==> src/vhdma_pkg.sv <==
// Shared types and constants for the VRAM DMA controller.
// Used by vhdma_res_fifo and vram_general_hblank_dma_controller_top; no dependencies.
`default_nettype none
package vhdma_pkg;

	localparam logic [1:0] FUNC_WRITE  = 2'd0;
	localparam logic [1:0] FUNC_READ   = 2'd1;
	localparam logic [1:0] FUNC_TICK   = 2'd2;
	localparam logic [1:0] FUNC_HBLANK = 2'd3;

	localparam logic [2:0] REG_SRC_HI = 3'd0;
	localparam logic [2:0] REG_SRC_LO = 3'd1;
	localparam logic [2:0] REG_DST_HI = 3'd2;
	localparam logic [2:0] REG_DST_LO = 3'd3;
	localparam logic [2:0] REG_CTRL   = 3'd4;

	localparam logic [7:0]  RDATA_NONE = 8'hFF;
	localparam logic [11:0] BLOCK_BYTES = 12'd16;

	localparam int FIFO_DEPTH = 4;
	localparam int PTR_W      = $clog2(FIFO_DEPTH);
	localparam int CNT_W      = $clog2(FIFO_DEPTH + 1);

	typedef struct packed {
		logic [7:0]  rdata;
		logic        copy_valid;
		logic [15:0] src_addr;
		logic [12:0] dst_offset;
		logic        dst_bank;
		logic        transfer_active;
		logic        last;
	} res_t;

	typedef struct packed {
		logic [1:0] n;
		res_t       r0;
		res_t       r1;
	} push_t;

endpackage
`default_nettype wire

==> src/vhdma_res_fifo.sv <==
// Small result queue between the DMA state logic and the output channel.
// Takes one or two results per push; depends on vhdma_pkg.
`default_nettype none
module vhdma_res_fifo
	import vhdma_pkg::*;
(
	input  wire logic             clk,
	input  wire logic             arst_n,
	input  wire push_t            push,
	output logic                  room,
	output logic                  out_valid,
	input  wire logic             out_stall,
	output res_t                  head
);

	res_t             mem_q [FIFO_DEPTH];
	logic [PTR_W-1:0] wr_q;
	logic [PTR_W-1:0] rd_q;
	logic [CNT_W-1:0] cnt_q;
	logic             pop;
	logic [PTR_W-1:0] wr_p1;

	assign out_valid = (cnt_q != '0);
	assign pop       = out_valid && !out_stall;
	assign head      = mem_q[rd_q];
	// two free slots must remain for a two-copy tick
	assign room      = (cnt_q <= CNT_W'(FIFO_DEPTH - 2));
	assign wr_p1     = wr_q + PTR_W'(1);

	always_ff @(posedge clk) begin
		if (push.n != 2'd0) begin
			mem_q[wr_q] <= push.r0;
		end
		if (push.n == 2'd2) begin
			mem_q[wr_p1] <= push.r1;
		end
	end

	always_ff @(posedge clk or negedge arst_n) begin
		if (!arst_n) begin
			wr_q  <= '0;
			rd_q  <= '0;
			cnt_q <= '0;
		end else begin
			wr_q  <= wr_q + PTR_W'(push.n);
			if (pop) begin
				rd_q <= rd_q + PTR_W'(1);
			end
			cnt_q <= cnt_q + CNT_W'(push.n) - CNT_W'(pop);
		end
	end

	a_cnt_bound: assert property (@(posedge clk) disable iff (!arst_n)
		cnt_q <= CNT_W'(FIFO_DEPTH))
		else $error("result queue overfilled");

	a_push_room: assert property (@(posedge clk) disable iff (!arst_n)
		(push.n != 2'd0) |-> room)
		else $error("push without room");

	a_cnt_track: assert property (@(posedge clk) disable iff (!arst_n)
		$past(arst_n) |-> cnt_q == $past(cnt_q) + CNT_W'($past(push.n)) - CNT_W'($past(pop)))
		else $error("queue count out of step");

endmodule
`default_nettype wire

==> src/vram_general_hblank_dma_controller_top.sv <==
// VRAM DMA controller: staging latches, general/HBlank transfer state, copy commands.
// Results of an accepted item are registered in the result queue before they are offered.
// Throughput: one item per cycle while the input is not stalled; a two-copy tick puts two results on the output.
// The input stalls only when the 4-entry result queue lacks room for two results.
// Reset (arst_n low) clears all transfer state and latches; cgb_mode comes up 1.
// Depends on vhdma_pkg and vhdma_res_fifo.
`default_nettype none
module vram_general_hblank_dma_controller_top
	import vhdma_pkg::*;
(
	input  wire logic        clk,
	input  wire logic        arst_n,
	input  wire logic        cfg_wr_en,
	input  wire logic        cfg_wr_data,
	input  wire logic        in_valid,
	output logic             in_stall,
	input  wire logic [1:0]  func,
	input  wire logic [2:0]  reg_index,
	input  wire logic [7:0]  wdata,
	input  wire logic        double_speed,
	input  wire logic        cpu_halted,
	input  wire logic        vram_bank,
	output logic             out_valid,
	input  wire logic        out_stall,
	output logic [7:0]       rdata,
	output logic             copy_valid,
	output logic [15:0]      src_addr,
	output logic [12:0]      dst_offset,
	output logic             dst_bank,
	output logic             transfer_active,
	output logic             last
);

	logic [7:0]  latch_q [4];
	logic [15:0] src_q;
	logic [12:0] dst_q;
	logic [11:0] rem_q;
	logic [11:0] bbl_q;
	logic        hblank_q;
	logic        active_q;
	logic        cgb_q;

	logic [15:0] src_n;
	logic [12:0] dst_n;
	logic [11:0] rem_n;
	logic [11:0] bbl_n;
	logic        hblank_n;
	logic        active_n;

	logic        accept;
	logic        room;
	push_t       push;
	res_t        head;

	logic [11:0] rem1, rem2, bbl1;
	logic        act0, act1, two_copies, cancel;
	logic [7:0]  arm_blocks;
	logic [6:0]  status_blocks;

	assign in_stall = !room;
	assign accept   = in_valid && !in_stall;

	assign rem1          = rem_q - 12'd1;
	assign rem2          = rem_q - 12'd2;
	assign bbl1          = bbl_q - 12'd1;
	assign act0          = active_q && (rem1 != '0);
	assign act1          = act0 && (rem2 != '0);
	assign two_copies    = !(cgb_q && double_speed) && (bbl1 != '0);
	assign cancel        = active_q && hblank_q && !wdata[7];
	assign arm_blocks    = {1'b0, wdata[6:0]} + 8'd1;
	assign status_blocks = rem_q[10:4] - 7'd1;

	always_comb begin
		src_n    = src_q;
		dst_n    = dst_q;
		rem_n    = rem_q;
		bbl_n    = bbl_q;
		hblank_n = hblank_q;
		active_n = active_q;
		push     = '0;
		push.n   = accept ? 2'd1 : 2'd0;
		push.r0.last            = 1'b1;
		push.r0.transfer_active = active_q;
		push.r1.last            = 1'b1;
		unique case (func)
			FUNC_WRITE: begin
				if (cgb_q && reg_index == REG_CTRL) begin
					if (cancel) begin
						active_n = 1'b0;
					end else begin
						src_n    = {latch_q[REG_SRC_HI[1:0]], latch_q[REG_SRC_LO[1:0]][7:4], 4'h0};
						dst_n    = {latch_q[REG_DST_HI[1:0]][4:0],
							latch_q[REG_DST_LO[1:0]][7:4], 4'h0};
						rem_n    = {arm_blocks, 4'h0};
						hblank_n = wdata[7];
						active_n = 1'b1;
						bbl_n    = wdata[7] ? 12'd0 : {arm_blocks, 4'h0};
					end
				end
				push.r0.transfer_active = active_n;
			end
			FUNC_READ: begin
				if (!cgb_q || reg_index != REG_CTRL) begin
					push.r0.rdata = RDATA_NONE;
				end else if (active_q) begin
					push.r0.rdata = {1'b0, status_blocks};
				end else if (rem_q != '0) begin
					push.r0.rdata = {1'b1, status_blocks};
				end else begin
					push.r0.rdata = RDATA_NONE;
				end
			end
			FUNC_HBLANK: begin
				// in CGB mode, release the next block of an active HBlank transfer unless halted or a block is still open
				if (cgb_q && active_q && hblank_q && bbl_q == '0 && !cpu_halted) begin
					bbl_n = (rem_q < BLOCK_BYTES) ? rem_q : BLOCK_BYTES;
				end
			end
			FUNC_TICK: begin
				if (bbl_q != '0) begin
					push.r0.copy_valid      = 1'b1;
					push.r0.src_addr        = src_q;
					push.r0.dst_offset      = dst_q;
					push.r0.dst_bank        = vram_bank;
					push.r0.transfer_active = act0;
					push.r0.last            = !two_copies;
					push.r1.copy_valid      = 1'b1;
					push.r1.src_addr        = src_q + 16'd1;
					push.r1.dst_offset      = dst_q + 13'd1;
					push.r1.dst_bank        = vram_bank;
					push.r1.transfer_active = act1;
					if (two_copies) begin
						push.n   = accept ? 2'd2 : 2'd0;
						src_n    = src_q + 16'd2;
						dst_n    = dst_q + 13'd2;
						rem_n    = rem2;
						bbl_n    = bbl_q - 12'd2;
						active_n = act1;
					end else begin
						src_n    = src_q + 16'd1;
						dst_n    = dst_q + 13'd1;
						rem_n    = rem1;
						bbl_n    = bbl1;
						active_n = act0;
					end
				end
			end
			default: begin
			end
		endcase
	end

	always_ff @(posedge clk or negedge arst_n) begin
		if (!arst_n) begin
			for (int i = 0; i < 4; i++) begin
				latch_q[i] <= '0;
			end
			src_q    <= '0;
			dst_q    <= '0;
			rem_q    <= '0;
			bbl_q    <= '0;
			hblank_q <= 1'b0;
			active_q <= 1'b0;
			cgb_q    <= 1'b1;
		end else begin
			if (cfg_wr_en) begin
				cgb_q <= cfg_wr_data;
			end
			if (accept) begin
				if (func == FUNC_WRITE && cgb_q && !reg_index[2]) begin
					latch_q[reg_index[1:0]] <= wdata;
				end
				src_q    <= src_n;
				dst_q    <= dst_n;
				rem_q    <= rem_n;
				bbl_q    <= bbl_n;
				hblank_q <= hblank_n;
				active_q <= active_n;
			end
		end
	end

	vhdma_res_fifo u_fifo (
		.clk       (clk),
		.arst_n    (arst_n),
		.push      (push),
		.room      (room),
		.out_valid (out_valid),
		.out_stall (out_stall),
		.head      (head)
	);

	assign rdata           = head.rdata;
	assign copy_valid      = head.copy_valid;
	assign src_addr        = head.src_addr;
	assign dst_offset      = head.dst_offset;
	assign dst_bank        = head.dst_bank;
	assign transfer_active = head.transfer_active;
	assign last            = head.last;

	a_block_within_total: assert property (@(posedge clk) disable iff (!arst_n)
		bbl_q <= rem_q)
		else $error("released block exceeds remaining length");

	a_active_needs_bytes: assert property (@(posedge clk) disable iff (!arst_n)
		active_q |-> rem_q != '0)
		else $error("active transfer with nothing remaining");

	a_tick_drains: assert property (@(posedge clk) disable iff (!arst_n)
		(accept && func == FUNC_TICK && bbl_q != '0) |=> rem_q != $past(rem_q))
		else $error("tick with open block did not advance");

endmodule
`default_nettype wire
==> config.mk <==
export PLATFORM = sky130hd
export DESIGN_NAME = vram_general_hblank_dma_controller_top
export DESIGN_NICKNAME = d
export VERILOG_FILES = /design/src/vhdma_pkg.sv /design/src/vhdma_res_fifo.sv /design/src/vram_general_hblank_dma_controller_top.sv
export SDC_FILE = /design/constraint.sdc
export NUM_CORES = 1
export LEC_CHECK = 0
export BUFFER_PORTS_ARGS = -buffer_cell sky130_fd_sc_hd__buf_4
export CORE_MARGIN = 2
export CORE_UTILIZATION = 40
export DETAILED_ROUTE_END_ITERATION = 10
export PLACE_DENSITY = 0.62
export SLEW_MARGIN = 20
export SYNTH_ARGS = -nofsm -noshare
export SYNTH_HDL_FRONTEND = slang
export SYNTH_HIERARCHICAL = 1
export SYNTH_SLANG_ARGS = --single-unit
==> constraint.sdc <==
create_clock -name clk -period 14 [get_ports clk]
set_input_delay 0 -clock clk [delete_from_list [all_inputs] [get_ports clk]]
set_output_delay 0 -clock clk [all_outputs]
set_load 0.03 [all_outputs]
* Word level (Yosys, flattened, before mapping) *
Memory sizes are Yosys's and may differ from the RTL's.
Cells that the tools add are included.

operators by class
  add/subtract/negate cells = 15
  $lt $le $gt $ge = 4
  eq/ne operators = 10
  mux-type cells = 50
  bitwise gates (word level) = 2
  reduce and logical (&&, ||, !) cells = 41

operators with widths
  kind                                                                    number
  12-bit two-way mux                                                      11
  16-bit two-way mux                                                      4
  32-bit two-way mux                                                      2
  12-bit nonzero test                                                     5
  13-bit two-way mux                                                      4
  12-bit case mux with 3 select lines                                     1
  33-bit two-way mux                                                      1
  32-bit bitwise mux                                                      1
  8-bit two-way mux                                                       4
  16-bit case mux with 2 select lines                                     1
  31-bit two-way mux                                                      1
  13-bit case mux with 2 select lines                                     1
  12-bit case mux with 2 select lines                                     1
  12-bit by 1-bit subtractor with 12-bit output (second input constant)   2
  12-bit by 2-bit subtractor with 12-bit output (second input constant)   2
  16-bit by 1-bit adder with 16-bit output (second input constant)        1
  16-bit by 2-bit adder with 16-bit output (second input constant)        1
  8-bit demux with 2-bit select                                           1
  1-bit logical AND                                                       16
  13-bit by 1-bit adder with 13-bit output (second input constant)        1
  13-bit by 2-bit adder with 13-bit output (second input constant)        1
  12-bit logical NOT                                                      1
  12-bit by 5-bit < comparator with 1-bit output (second input constant)  1
  1-bit two-way mux                                                       10
  29 further kinds                                                        48

word-level totals
  bits in registers = 95
  bits in writable memories = 164
  input bits = 22
  output and inout port bits = 43
  logic and storage cells = 137
  memories kept = 1

memories
  name          words  width  rd ports  clocked after memory_dff  wr ports  line                  RTL
  u_fifo.mem_q  4      41     1         0                         2         vhdma_res_fifo.sv:16  res_t mem_q [FIFO_DEPTH];

* Longest topological paths before layout *
Gate-level depths: netlist (run 1).

  depth after elaboration = 9
  depth in mapped cells = 17
  gate-level depth less buffers = 14

* By module *
Netlist (run 1), hierarchy kept.

by module, submodules not included
  module                                  instances  cells each  area an instance (um^2)  sequential area each (um^2)
  vhdma_res_fifo                          1          439         8790.9                   5099.9
  vram_general_hblank_dma_controller_top  1          805         6296.0                   1928.1

* Worst setup path before layout (run 1) *
No wires, ideal clock.

  kind = register to register
  start = reg bbl_q[0]
  end = mem u_fifo/mem_q[0][0] in the netlist's numbering, enable pin
  library setup time = 0.501 ns
  arrival time = 5.912 ns
  required time = 13.499 ns
  slack = 7.587 ns
  cell stages (with the launch flop) = 12
  path buffers = 2
  period minus slack after synthesis = 6.413 ns
  cell sequence = dfrtp_1 > inv_1 > ha_1 > or4b_4 > nor4b_1 > a211o_2 > a31oi_4 > buf_6 > buf_4 > a21oi_1 > nor2_1 > o31ai_1

RTL lines
  what                    line                                           RTL
  from (decl)             vram_general_hblank_dma_controller_top.sv:38   logic [11:0] bbl_q;
  from (signal assigned)  vram_general_hblank_dma_controller_top.sv:176  bbl_q <= bbl_n;
  to (decl)               vhdma_res_fifo.sv:16

==> impl_metrics.env, run 1 <==
export IMPL_die_h_um=198.2
export IMPL_drt_pass1_iterations=5
export IMPL_holdWs_ns=0.02984
export IMPL_finalSetupTns_ns=0
export IMPL_synth_area_leader_cell="edfxtp_1"
export IMPL_synth_cell_types=82
export IMPL_fin_crit_ns=4.840
export IMPL_overflow=0
export IMPL_worstSetupStartpoint="bbl_q[0]"
export IMPL_wl_um=38710
export IMPL_yosys_warnings=6
export IMPL_crit_arrival_ns=5.16
export IMPL_fin_nets=1363
export IMPL_yosys_top_cells_area="edfxtp_1 (33%), dfrtp_1 (14%), mux2_4 (8.9%), mux2_2 (7.2%), mux4_2 (6.1%)"
export IMPL_htreeDepth=1
export IMPL_worstMarginPinSlew_ns=0.9077
export IMPL_whs_path_depth=6
export IMPL_n_fill_cell=3427
export IMPL_clk_latency_ns=0.57
export IMPL_r2r_slack_ns=9.16
export IMPL_gp_congestion=0.8875
export IMPL_ys_seq_area_share_pct=46.58
export IMPL_synth_edff_count=164
export IMPL_path_class="register to register"
export IMPL_synthMuxAreaShare_pct=23.28
export IMPL_ant_nets=0
export IMPL_min_path_type="input pin to register"
export IMPL_io_buffers=64
export IMPL_hold_viol_final=0
export IMPL_finClkSkew_ns=0.02737
export IMPL_synthAdderAreaFrac_pct=2.123
export IMPL_grt_usage_pct=20.00
export IMPL_rr_worst_depth=12
export IMPL_power_internal_w=0.001933
export IMPL_drive_above_1_share_pct=28.67
export IMPL_p_leak_nw=6.494
export IMPL_grt_pass1_wl_um=60890
export IMPL_max_cap_violations=0
export IMPL_dieArea_um2=39290
export IMPL_yosys_area_top_type_share_pct=32.64
export IMPL_ctsLongestPathBuffers=3
export IMPL_synth_seq_cells=248
export IMPL_cellPowerDensity_nw_per_um2=184.0
export IMPL_grt_max_degree=75
export IMPL_syn_to_final_growth_pct=12.85
export IMPL_worstSetupEndpointType="register"
export IMPL_wl_per_cell_um=20.96
export IMPL_antenna_found_initial=0
export IMPL_cts_tree="yes"
export IMPL_synth_compound_area_share_pct=9.239
export IMPL_n_antenna_cell=0
export IMPL_synthXorXnorAreaFrac_pct=3.069
export IMPL_cts_setup_buffers=0
export IMPL_power_frac_seq_pct=37.4
export IMPL_setup_viol=0
export IMPL_crit_fanout=38
export IMPL_r2r_end="u_fifo/mem_q[3][40]"
export IMPL_io_pins=65
export IMPL_synth_top_family_by_area="multiplexers"
export IMPL_rows=71
export IMPL_clockPowerShare_pct=23.4
export IMPL_synth_main_ff_cell="edfxtp_1"
export IMPL_syn_mean_instance_area_um2=12.13
export IMPL_dr_total_vias=10270
export IMPL_synth_area_um2=15090
export IMPL_syn_instance_count=1244
export IMPL_post_route_drc_count=0
export IMPL_fin_crit_sh_pct=34.57
export IMPL_rsz0062_at_grt="false"
export IMPL_core_area_um2=37400
export IMPL_die_x_um=198.2
export IMPL_initial_core_util_pct=40.34
export IMPL_dr_first_iter_drc_count=674
export IMPL_cts_root_buf="clkbuf_16"
export IMPL_cp_start_kind="register"
export IMPL_power_switching_w=0.001200
export IMPL_switching_share_pct=38.30
export IMPL_path_clk_slew_ns=0.06
export IMPL_synthSimpleGateAreaFrac_pct=10.92
export IMPL_layout_commonest_cell="edfxtp_1"
export IMPL_min_from="cpu_halted"
export IMPL_peakVddDrop_mv=0.1048
export IMPL_cp_data_required_time_ns=14.32
export IMPL_power_total_w=0.003133
export IMPL_dp_hpwl_um=25410
export IMPL_p_comb_share_pct=39.1
export IMPL_grt_pass1_vias=10580
export IMPL_vias_per_cell=5.563
export IMPL_most_common_layout_cells="edfxtp_1 (164), mux2_2 (97), mux2_4 (89)"
export IMPL_cts_sinks=248
export IMPL_clock_fmax_mhz=206.6
export IMPL_slew_headroom_pct=39.49
export IMPL_status="finished, final reports clean"
export IMPL_finalMaxSlewViolations=0
export IMPL_synth_async_reset_ratio_pct=33.87
export IMPL_r2r_start="bbl_q[0]"
export IMPL_numCtsBuffers=28
export IMPL_holdPathEnd="bbl_q[0]"
[layer usage]
| metal | global-route usage [%] | part of all wire (%) | routed length [µm] |
|---|---|---|---|
| met4 | 5.542 | 2.6 | 1016 |
| met1 | 27.15 | 45 | 17360 |
| met5 | 0 | 0 | 0 |
| met2 | 33.80 | 48 | 18650 |
| met3 | 2.385 | 4.4 | 1690 |
[logic make-up after synthesis]
group,after synthesis
xor gates and xnor gates,52
other,2
buffers and inverters,122
AOI/OAI and AO/OA,224
and+or+nand+nor,328
adders and majority gates,25
DFF,248
muxes,243
[critical path, cell delays in order, from the launching register on]
cell and delay [ns]:
dfrtp_1 0.46, inv_1 0.14, ha_1 0.27, nor4b_2 0.57, o21ai_0 0.25, a211o_2 0.41
a31oi_4 0.36, nand2_1 0.19, nor2_1 0.29, nor2b_2 0.28, and3b_2 0.28, buf_4 0.68
mux2_2 0.41
[power by group through the flow]
stage                     registers (W)  clock network [W]  logic (W)
after CTS                       0.00117           0.000749    0.00124
after detailed placement        0.00118                  0    0.00123
after global routing            0.00120           0.000780    0.00134
after floorplan                 0.00105                  0   0.000994
after global placement          0.00118                  0    0.00121
final                           0.00117           0.000735    0.00123
[cell type report]
type | instances | area, µm² | area share (%)
sequential | 248 | 7030 | 41.29
clock buffer | 34 | 733.2 | 4.306
tap | 511 | 639.4 | 3.755
inverter | 29 | 108.9 | 0.6393
timing repair buffer | 101 | 815.8 | 4.791
clock inverter | 16 | 182.7 | 1.073
multi-input combinational | 908 | 7516 | 44.14
[synth_stat cells, types with 7 or more instances]
cell / instances
edfxtp_1: 164
xor2_1: 24
dfrtp_1: 83
mux2i_1: 16
mux2_4: 89
a31oi_1: 9
nor4_1: 8
o21ai_1: 7
nand4_1: 10
xnor2_1: 27
nor2_1: 86
nor3_1: 17
nand2_1: 85
a21oi_1: 73
clkbuf_1: 51
o22ai_1: 20
and2_1: 7
and3_1: 44
ha_1: 24
inv_1: 28
o21ai_0: 58
nand3_1: 28
buf_12: 8
mux2_2: 97
buf_6: 13
mux4_2: 41
or3_1: 7
buf_2: 14
[how the worst max path moves through the flow]
stage | depth (start not counted) | slack, ns | end
floorplan | 11 | 7.59 | u_fifo/mem_q[0][0]
global placement | 14 | 9.25 | u_fifo/mem_q[0][23]
detailed placement | 12 | 9.19 | u_fifo/mem_q[3][40]
CTS | 14 | 9.17 | u_fifo/mem_q[0][26]
global route | 14 | 8.79 | u_fifo/mem_q[0][26]
finish | 12 | 9.16 | u_fifo/mem_q[3][40]
[stage by stage]
step | cells | setup WS (ns) | cell area [µm²] | util [%]
floorplan | 1278 | 7.587 | 15210 | -
global placement | 1778 | 9.249 | 15900 | 42.52
detailed placement | 1778 | 9.190 | 15910 | 42.54
CTS | 1846 | 9.171 | 17020 | 45.50
global route | 1847 | 8.794 | 17030 | 45.53
finish | 1847 | 9.160 | 17030 | 45.53
[repair_timing]
item,in CTS,in global routing
hold endpoints to repair,80,1
hold buffers,18,1
gates resized for setup,0,0
[state kept, by name (all words and copies together), names as in the netlist]
signal / cells
active_q: 1
bbl_q: 12
cgb_q: 1
dst_q: 13
hblank_q: 1
latch_q: 21
rem_q: 12
src_q: 16
u_fifo/cnt_q: 3
u_fifo/mem_q: 164
u_fifo/rd_q: 2
u_fifo/wr_q: 2
Power figures use the tool's default switching activity.
==> run 2, diff against run 1 <==
Settings changed: PLACE_DENSITY 0.62 to 0.64.
Clock period 14 ns to 4.3 ns, I/O delays scaled along.
==> run 2 against run 1 <==
  * Utilization rose by 0.88 points
  * Clock skew down 0.011 ns
  * Cell area up 1.9%
  * Routed wire length is 1.2% higher
  * Via count is 1.2% higher
  * Critical path type unchanged
  * Highest routed layer unchanged
==> impl_metrics.env, run 2 (same netlist as run 1, synthesis figures left out) <==
export IMPL_status="finished, final reports clean"
export IMPL_largest_register="u_fifo/mem_q"
export IMPL_slew_headroom_pct=40.65
export IMPL_clock_fmax_mhz=254.7
export IMPL_slowest_delay_ns=0.50
export IMPL_grt_max_degree=70
export IMPL_cts_root_buf="clkbuf_16"
export IMPL_dr_first_iter_drc_count=790
export IMPL_gp_congestion=0.9042
export IMPL_grt_pass1_wl_um=61800
export IMPL_cp_num_buf_inv=2
export IMPL_crit_fanout=34
export IMPL_grt_use_met1_pct=28.52
export IMPL_r2r_end="u_fifo/mem_q[3][40]"
export IMPL_p_leak_nw=6.647
export IMPL_cts_sinks=248
export IMPL_cellPowerDensity_nw_per_um2=604.1
export IMPL_clk_latency_ns=0.56
export IMPL_syn_to_final_growth_pct=15.03
export IMPL_fin_crit_ns=3.927
export IMPL_cp_data_required_time_ns=4.60
export IMPL_max_cap_violations=0
export IMPL_cp_endpoint="u_fifo/mem_q[3][40]"
export IMPL_worstMarginPinSlew_ns=0.8821
export IMPL_finClkSkew_ns=0.01640
export IMPL_drive_above_1_share_pct=29.94
export IMPL_initial_core_util_pct=40.34
export IMPL_peakVddDrop_mv=0.2858
export IMPL_core_area_um2=37400
export IMPL_cp_num_cells=12
export IMPL_overflow=0
export IMPL_switching_share_pct=37.81
export IMPL_layout_commonest_cell="edfxtp_1"
export IMPL_fin_crit_sh_pct=91.32
export IMPL_cts_setup_buffers=0
export IMPL_path_clk_slew_ns=0.06
export IMPL_hold_viol_final=0
export IMPL_path_class="register to register"
export IMPL_rr_worst_depth=12
export IMPL_power_internal_w=0.006519
export IMPL_io_buffers=64
export IMPL_grt_pass1_vias=10560
export IMPL_htreeDepth=1
export IMPL_worstSetupStartpoint="bbl_q[1]"
export IMPL_wl_um=39180
export IMPL_vias_per_cell=5.570
export IMPL_post_route_drc_count=0
export IMPL_worst_path_max_delay_cell="or4b_4"
export IMPL_r2r_start="bbl_q[1]"
export IMPL_io_pins=65
export IMPL_finalSetupTns_ns=0
export IMPL_wl_per_cell_um=20.98
export IMPL_r2r_slack_ns=0.37
export IMPL_min_from="func[1]"
export IMPL_dieArea_um2=39290
export IMPL_holdWs_ns=0.04713
export IMPL_fin_nets=1380
export IMPL_crit_arrival_ns=4.23
export IMPL_antenna_found_initial=0
export IMPL_final_area_um2=17350
export IMPL_rsz0062_at_grt="false"
export IMPL_dpl_cell_area_um2=16140
export IMPL_largest_reg_flops=164
export IMPL_die_h_um=198.2
export IMPL_setup_viol=0
export IMPL_power_frac_seq_pct=36.4
export IMPL_crit_family="simple AND/OR/NAND/NOR gates"
export IMPL_min_path_type="input pin to register"
export IMPL_crit_chain="inv_1, ha_1, or4b_4, or3_1, and4_4, a31oi_4, nand2_1, nor2_2, nor2b_2, and3b_2, buf_12, mux2_2"
export IMPL_rows=71
export IMPL_clockPowerShare_pct=24.8
export IMPL_grt_use_met2_pct=33.18
export IMPL_grt_usage_pct=20.29
export IMPL_power_switching_w=0.003964
export IMPL_ant_nets=0
export IMPL_numCtsBuffers=30
export IMPL_die_x_um=198.2
export IMPL_worstSetupEndpointType="register"
export IMPL_p_comb_share_pct=38.8
export IMPL_drt_pass1_iterations=5
export IMPL_finalMaxSlewViolations=0
export IMPL_top_usage_layer="met2"
export IMPL_n_antenna_cell=0
export IMPL_most_common_layout_cells="edfxtp_1 (164), mux2_2 (97), mux2_4 (89)"
export IMPL_top_regs="u_fifo/mem_q: 164 flops, latch_q: 21 flops, src_q: 16 flops"
export IMPL_cts_tree="yes"
export IMPL_cp_start_kind="register"
export IMPL_dr_total_vias=10400
export IMPL_ctsLongestPathBuffers=3
export IMPL_grt_use_met3_pct=2.896
export IMPL_dp_hpwl_um=25780
-- run 2: power by group through the flow --
stage | Sequential [W] | Clock [W] | Combinational [W]
after floorplan | 0.00342 | 0 | 0.00325
after global placement | 0.00383 | 0 | 0.00401
after detailed placement | 0.00386 | 0 | 0.00406
after CTS | 0.00381 | 0.00263 | 0.00410
after global routing | 0.00391 | 0.00273 | 0.00442
final | 0.00382 | 0.00260 | 0.00406
-- run 2: metrics by stage --
stage / total power, W / worst slack, ns / util, % / cells
CTS: 0.01054 / 0.3683 / 46.40 / 1867
finish: 0.01048 / 0.3733 / 46.40 / 1867
global placement: 0.007842 / 0.4786 / 43.14 / 1793
global route: 0.01106 / 0.1302 / 46.40 / 1867
detailed placement: 0.007915 / 0.3890 / 43.14 / 1793
floorplan: 0.006669 / -0.1382 / - / 1278
-- run 2: worst min-delay path: cells and delay by family --
kind | cells | cell delay [ns]
buffers and inverters | 2 | 0.19
AOI/OAI and AO/OA | 2 | 0.13
adders and majority gates | 1 | 0.14
and+or+nand+nor | 1 | 0.08
-- run 2: cell type report --
cell class                      instances  area (µm²)
Fill cell                            3378       20050
Clock buffer                           37       807.0
Inverter                               29       108.9
Multi-Input combinational cell        908        7516
Sequential cell                       248        7030
Clock inverter                         18       211.5
Tap cell                              511       639.4
Timing Repair Buffer                  116        1041
-- run 2: worst min-delay path by stage --
stage	endpoint	depth (start not counted)	slack, ns
finish	bbl_q[0]	6	0.05
global route	bbl_q[0]	6	0.14
CTS	bbl_q[0]	6	0.03
detailed placement	bbl_q[9]	1	-0.03
global placement	bbl_q[4]	1	-0.03
floorplan	active_q	0	-0.30
-- run 2: timing repair --
item                      4_1_cts  5_1_grt
gates resized for setup         0        0
hold buffers                   19        0
hold endpoints to repair       62        0
-- run 2: layer usage --
metal | vias up | share of wire [%]
met2 | 288 | 47
met3 | 55 | 5.1
met1 | 5239 | 46
met4 | 0 | 2.0
met5 | - | 0
li1 | 4818 | -
